==> src/hw/rtl/wis_pkg.sv <==
// Shared types and constants for the weighted index sampler.
// Field widths, command codes, controller states and the result beat type.
// No dependencies.
package wis_pkg;

	localparam int NUM_ANGLES_DEF = 256;

	localparam int CMD_W   = 2;
	localparam int IDX_W   = 8;
	localparam int WGT_W   = 16;
	localparam int U_W     = 16;
	localparam int ENTRY_W = 24;
	localparam int TOTAL_W = 32;
	localparam int TGT_W   = U_W + TOTAL_W;
	localparam int SCALE_W = ENTRY_W + U_W;

	localparam logic [CMD_W-1:0] CMD_CLEAR = 2'd0;
	localparam logic [CMD_W-1:0] CMD_ACC   = 2'd1;
	localparam logic [CMD_W-1:0] CMD_DRAW  = 2'd2;

	typedef enum logic [2:0] {
		ST_CLEAR,
		ST_IDLE,
		ST_ACC_WR,
		ST_ACC_TOT,
		ST_DRAW,
		ST_DONE
	} state_t;

	typedef struct packed {
		logic             found;
		logic [IDX_W-1:0] angle;
	} res_t;

endpackage

==> src/hw/rtl/wis_ctrl.sv <==
// Sequencer and datapath: clearing pass, read-modify-write accumulate, draw walk.
// Depends on wis_pkg; drives the table memory ports of wis_mem.
module wis_ctrl #(
	parameter int NUM_ANGLES = wis_pkg::NUM_ANGLES_DEF,
	parameter int AW         = $clog2(NUM_ANGLES)
) (
	input  logic                        clk,
	input  logic                        arst_n,
	input  logic                        cmd_valid,
	output logic                        cmd_ready,
	input  logic [wis_pkg::CMD_W-1:0]   command,
	input  logic [wis_pkg::IDX_W-1:0]   angle_index,
	input  logic [wis_pkg::WGT_W-1:0]   weight,
	input  logic [wis_pkg::U_W-1:0]     uniform_value,
	output wis_pkg::res_t               res_d,
	output logic                        res_load,
	input  logic                        res_free,
	output logic                        mem_rd_en,
	output logic [AW-1:0]               mem_rd_addr,
	input  logic [wis_pkg::ENTRY_W-1:0] mem_rd_data,
	output logic                        mem_wr_en,
	output logic [AW-1:0]               mem_wr_addr,
	output logic [wis_pkg::ENTRY_W-1:0] mem_wr_data
);

	import wis_pkg::*;

	localparam int CW   = AW + 1;
	localparam int IXW  = (AW > IDX_W) ? AW : IDX_W;
	localparam int ACCW = AW + SCALE_W;
	localparam int CMPW = (ACCW > TGT_W) ? ACCW : TGT_W;

	state_t state_q, state_d;

	logic [CW-1:0]      cnt_q;
	logic               v_s1, v_s2, v_s3;
	logic [TOTAL_W-1:0] total_q;

	logic [AW-1:0]      addr_q;
	logic [WGT_W-1:0]   w_q;
	logic [ENTRY_W-1:0] gain_q;
	logic [TGT_W-1:0]   target_q;
	logic [ACCW-1:0]    acc_q;
	logic               found_q;
	logic [IDX_W-1:0]   pick_q;
	logic [AW-1:0]      idx_s1, idx_s2, idx_s3;
	logic [SCALE_W-1:0] es_s2;
	logic               nz_s2, chk_s3, last_s3;

	logic               cmd_take;
	logic [IXW-1:0]     idx_w;
	logic               in_range;
	logic               clr_last;
	logic               issuing;
	logic               hit;
	logic               end_miss;
	logic               draw_stop;
	logic               run;
	logic [ENTRY_W-1:0] room;
	logic [ENTRY_W-1:0] w24;
	logic [ENTRY_W-1:0] gained;
	logic [TOTAL_W:0]   tot_sum;
	logic [SCALE_W-1:0] es;
	logic [TGT_W-1:0]   prod;
	logic [IXW-1:0]     pick_w;

	assign cmd_ready = (state_q == ST_IDLE);
	assign cmd_take  = cmd_valid && cmd_ready;
	assign idx_w     = IXW'(angle_index);
	assign in_range  = 32'(angle_index) < 32'(NUM_ANGLES);
	assign clr_last  = (cnt_q == CW'(NUM_ANGLES - 1));

	assign hit       = v_s3 && chk_s3 && (CMPW'(target_q) <= CMPW'(acc_q));
	assign end_miss  = v_s3 && last_s3 && !hit;
	assign draw_stop = hit || end_miss;
	assign run       = (state_q == ST_DRAW) && !draw_stop;
	assign issuing   = run && (cnt_q < CW'(NUM_ANGLES));

	assign room    = ~mem_rd_data;
	assign w24     = ENTRY_W'(w_q);
	assign gained  = (w24 > room) ? room : w24;
	assign tot_sum = {1'b0, total_q} + (TOTAL_W + 1)'(gain_q);
	assign es      = {mem_rd_data, {U_W{1'b0}}} - SCALE_W'(mem_rd_data);
	assign prod    = TGT_W'(uniform_value) * TGT_W'(total_q);
	assign pick_w  = IXW'(idx_s3);

	always_comb begin
		state_d     = state_q;
		mem_rd_en   = 1'b0;
		mem_rd_addr = idx_w[AW-1:0];
		mem_wr_en   = 1'b0;
		mem_wr_addr = addr_q;
		mem_wr_data = mem_rd_data + gained;
		res_load    = 1'b0;
		res_d.found = found_q;
		res_d.angle = pick_q;
		unique case (state_q)
			ST_CLEAR: begin
				mem_wr_en   = 1'b1;
				mem_wr_addr = cnt_q[AW-1:0];
				mem_wr_data = '0;
				if (clr_last) begin
					state_d = ST_IDLE;
				end
			end
			ST_IDLE: begin
				if (cmd_take) begin
					unique case (command)
						CMD_CLEAR: state_d = ST_CLEAR;
						CMD_ACC: begin
							if (in_range) begin
								mem_rd_en = 1'b1;
								state_d   = ST_ACC_WR;
							end
						end
						CMD_DRAW: state_d = (total_q == '0) ? ST_DONE : ST_DRAW;
						default: state_d = ST_IDLE;
					endcase
				end
			end
			ST_ACC_WR: begin
				mem_wr_en = 1'b1;
				state_d   = ST_ACC_TOT;
			end
			ST_ACC_TOT: state_d = ST_IDLE;
			ST_DRAW: begin
				mem_rd_en   = issuing;
				mem_rd_addr = cnt_q[AW-1:0];
				if (draw_stop) begin
					state_d = ST_DONE;
				end
			end
			ST_DONE: begin
				if (res_free) begin
					res_load = 1'b1;
					state_d  = ST_IDLE;
				end
			end
			default: state_d = ST_IDLE;
		endcase
	end

	always_ff @(posedge clk or negedge arst_n) begin
		if (!arst_n) begin
			state_q <= ST_CLEAR;
			cnt_q   <= '0;
			v_s1    <= 1'b0;
			v_s2    <= 1'b0;
			v_s3    <= 1'b0;
			total_q <= '0;
		end else begin
			state_q <= state_d;
			v_s1    <= issuing;
			v_s2    <= v_s1 && run;
			v_s3    <= v_s2 && run;
			unique case (state_q)
				ST_CLEAR: cnt_q <= clr_last ? '0 : cnt_q + CW'(1);
				ST_IDLE: begin
					cnt_q <= '0;
					if (cmd_take && command == CMD_CLEAR) begin
						total_q <= '0;
					end
				end
				ST_ACC_TOT: total_q <= tot_sum[TOTAL_W] ? '1 : tot_sum[TOTAL_W-1:0];
				ST_DRAW: begin
					if (issuing) begin
						cnt_q <= cnt_q + CW'(1);
					end
				end
				ST_ACC_WR, ST_DONE: ;
				default: ;
			endcase
		end
	end

	always_ff @(posedge clk) begin
		idx_s1  <= cnt_q[AW-1:0];
		idx_s2  <= idx_s1;
		es_s2   <= es;
		nz_s2   <= (mem_rd_data != '0);
		idx_s3  <= idx_s2;
		chk_s3  <= nz_s2;
		last_s3 <= (idx_s2 == AW'(NUM_ANGLES - 1));
		gain_q  <= gained;
		if (cmd_take) begin
			addr_q   <= idx_w[AW-1:0];
			w_q      <= weight;
			target_q <= prod;
			acc_q    <= '0;
			found_q  <= 1'b0;
			pick_q   <= '0;
		end else if (state_q == ST_DRAW) begin
			if (v_s2 && nz_s2) begin
				acc_q <= acc_q + ACCW'(es_s2);
			end
			if (hit) begin
				found_q <= 1'b1;
				pick_q  <= pick_w[IDX_W-1:0];
			end
		end
	end

endmodule

==> config.mk <==
export PLATFORM = sky130hd
export DESIGN_NAME = wis_ctrl
export DESIGN_NICKNAME = d
export VERILOG_FILES = /design/src/hw/rtl/wis_pkg.sv /design/src/hw/rtl/wis_ctrl.sv
export SDC_FILE = /design/constraint.sdc
export NUM_CORES = 2
export LEC_CHECK = 0
export BUFFER_PORTS_ARGS = -buffer_cell sky130_fd_sc_hd__buf_2
export CAP_MARGIN = 20
export CORE_UTILIZATION = 49
export DETAILED_ROUTE_END_ITERATION = 8
export GPL_TIMING_DRIVEN = 1
export HOLD_SLACK_MARGIN = 0.15
export PLACE_DENSITY = 0.66
export SLEW_MARGIN = 10
export SYNTH_ARGS = -nofsm -noshare
export SYNTH_HDL_FRONTEND = slang
export SYNTH_SLANG_ARGS = --single-unit
==> constraint.sdc <==
create_clock -name clk -period 19.31 [get_ports clk]
set_clock_uncertainty 0.1 [all_clocks]
set_input_delay 0 -clock clk [delete_from_list [all_inputs] [get_ports clk]]
set_output_delay 0 -clock clk [all_outputs]
set_load 0.05 [all_outputs]
==> run_results.csv <==
group,metric,value,unit
drt,drtAntennaViolNets,0,
status,status,"completed",
timing,tightest_slew,1.12,ns
global_routing,grt.total_usage,26.3,%
timing,setup_viol,0,
logic_synthesis,synthMuxAreaShare,1.13,%
timing,maxSlewViolCount,0,
timing,setup_tns,0,ns
floorplan,fp.dieH,257,um
global_routing,grt_pass1_vias,26100,
logic_synthesis,synth_top_family_by_area,"adder cells",
clock_tree,clock_latency,0.59,ns
cells_and_area,multi_input_area,22900,sq um
critical_path,rr_startpoint,"total_q[10]",
cells_and_area,drive_above_1_share,6.28,%
timing,period_minus_slack,7.65,ns
critical_path,cp-start-kind,"flop",
floorplan,start_util,49.5,%
critical_path,critPathMaxFanout,19,
placement,globalplace.congestion,0.912,
placement,dp_hpwl,63400,um
clock_tree,cts_sinks,267,
logic_synthesis,netlist_area,31900,sq um
critical_path,setup.worst_path.end,"target_q[46]",
drt,drt_iter0_drc,1696,
logic_synthesis,synth_top_area_share,26.4,%
cells_and_area,final_cells,4599,
global_routing,grt_max_degree,51,
critical_path,r2r_setup_slack,11.66,ns
critical_path,required,19.53,ns
drt,wire_per_inst,18.3,um
placement,placed_cell_area,33200,sq um
critical_path,critical_path_arrival,7.87,ns
logic_synthesis,synth_ff_type,"dfxtp_1",
critical_path,startpoint,"total_q[10]",
flow_run,max-cap-violations,0,
critical_path,rr_endpoint,"target_q[46]",
drt,dr.pass1.iters,8,
timing,rsz0062_at_grt,"false",
cells_and_area,final_area,35300,sq um
logic_synthesis,yosys_warnings,0,
drt,vias,25200,
floorplan,die_w,257,um
logic_synthesis,avgSynthCellArea,8.88,sq um
cells_and_area,regArea,6300,sq um
clock_tree,cts_buffers,29,
hold_path,min_path_type,"in2reg",
logic_synthesis,synth_area_leaders,"fa_1, ha_1, dfxtp_1",
critical_path,ff2ff_path_depth,20,
timing,max_freq,131,MHz
logic_synthesis,synth_compound_area_share,11.5,%
cells_and_area,area_growth,10.4,%
timing,slew_headroom,25.6,%
global_routing,grt-ovfl-total,0,
floorplan,coreArea,64500,sq um
logic_synthesis,syn_inst,3596,
floorplan,io_pins,123,
drt,remaining_drc_errors,0,
clock_tree,clock_path_buffers,3,
placement,port_buffers,122,
critical_path,crit_type,"reg2reg",
critical_path,end_kind,"flop",
global_routing,grt_antenna_before_repair,0,
logic_synthesis,synthArstFlopShare,17.6,%
logic_synthesis,synth_fa_ha_area_share,37.2,%
logic_synthesis,seq_area_frac_synth,19.7,%
cells_and_area,fill_cells,6010,
clock_tree,clk_pin_slew_worst_paths,0.07,ns
drt,vias_per_cell,5.48,
logic_synthesis,synth_common_cells,"inv_1, nand2_1, fa_1",
clock_tree,htree_levels,1,
cells_and_area,nets,4488,
global_routing,grt_pass1_wl,138000,um
timing,fin_crit_sh,39.6,%
timing,hold_violations,0,
hold_path,hold_depth,2,
floorplan,num_rows,93,
clock_tree,root_buffer,"clkbuf_16",
clock_tree,tritoncts,"done",
placement,placed_cells,4436,
logic_synthesis,synth-edff-count,72,
logic_synthesis,synth_seq_cells,267,
placement,dp_slack,11.78,ns
logic_synthesis,synth_most_common_cell,"inv_1",
logic_synthesis,synth.largest_area_cell,"fa_1",
logic_synthesis,synth_xor_xnor_area_share,3.81,%
timing,setup_ws,11.66,ns
drt,wl,84300,um
logic_synthesis,synthDistinctLibCells,88,
logic_synthesis,synthSimpleGateAreaFrac,17.9,%
floorplan,die_area,66200,sq um
cells_and_area,antenna_cells,0,
==> routing by layer <==
metal,wire [um],vias up,GRT usage (%)
met4,2890,0,8.28
li1,-,11900,-
met5,0,-,0
met2,40500,699,44.4
met3,4450,169,2.86
met1,36500,12400,35.2
==> worst max-delay path: stages (launching register included) <==
cell and delay [ns]:
dfrtp_1 0.96, nand2_1 0.19, fa_1 0.61, fa_1 0.44
fa_1 0.52, inv_1 0.05, fa_1 0.47, fa_1 0.57
inv_1 0.06, fa_1 0.53, inv_1 0.04, ha_1 0.38
nand3_1 0.13, o211ai_1 0.18, a21oi_1 0.10, a41oi_2 0.29
a31oi_1 0.25, o41ai_1 0.64, a31oi_1 0.31, o41ai_1 0.44
xor2_1 0.11
==> metrics by stage <==
step | utilization (%) | hold slack (ns)
floorplan | - | -0.396
global placement | 51.4 | 0.0558
detailed placement | 51.4 | 0.0634
global route | 54.7 | 0.188
CTS | 54.7 | 0.154
finish | 54.7 | 0.179
==> how the worst min path moves through the flow <==
stage / start / end
2_1_floorplan: arst_n / cnt_q[0]
3_3_place_gp: arst_n / cnt_q[1]
3_5_place_dp: arst_n / cnt_q[1]
4_1_cts: uniform_value[0] / target_q[0]
5_1_grt: uniform_value[0] / target_q[0]
6_report: uniform_value[0] / target_q[0]
==> layout by cell type (no fill, tap or decap), types with 30 or more instances in the layout <==
cell type,netlist,layout
nor2_1,142,142
o211ai_1,31,31
a21oi_1,155,155
nand3_1,81,80
dlygate4sd3_1,0,109
nand2_1,488,488
nand2b_1,30,30
o21ai_0,89,89
dfxtp_1,148,148
nor3_1,49,48
nand4_1,41,41
clkbuf_16,0,32
ha_1,276,276
xor2_1,54,54
buf_2,7,122
xnor2_1,85,85
dfrtp_1,47,47
fa_1,421,421
edfxtp_1,72,72
inv_1,570,570
and2_1,230,230
a21o_1,98,98
==> final cells by class <==
cell class | instances | area share [%]
clock buffers | 43 | 2.59
clock inverters | 11 | 0.241
inverters | 571 | 6.09
multi-input cells | 2601 | 64.9
flip-flops and latches | 267 | 17.9
well taps | 855 | 3.03
repair buffers | 251 | 5.25
==> flip-flops by register name, summed over array words and instances (netlist names), 8 cells and up <==
name / cells
total_q: 32
gain_q: 24
addr_q: 8
idx_s1: 8
w_q: 16
idx_s3: 8
target_q: 48
acc_q: 48
cnt_q: 9
pick_q: 8
es_s2: 40
idx_s2: 8
==> kinds of logic (layout without fill, tap and decap cells) <==
kind of cell	after synthesis	in the layout
flops	267	267
mux	35	35
xor+xnor	139	139
buf+inv	735	876
fa+ha+maj	697	697
compound gates	550	550
simple gates	1172	1172
other cells	1	8
==> repair_timing <==
action / CTS / global route
hold buffers: 109 / 0
buffers inserted: 0 / 0
hold endpoints to repair: 144 / 0
gates resized for setup: 0 / 0
Power is not shown: default switching activity piles up to over one toggle a cycle in this logic, so the estimate is an artifact.
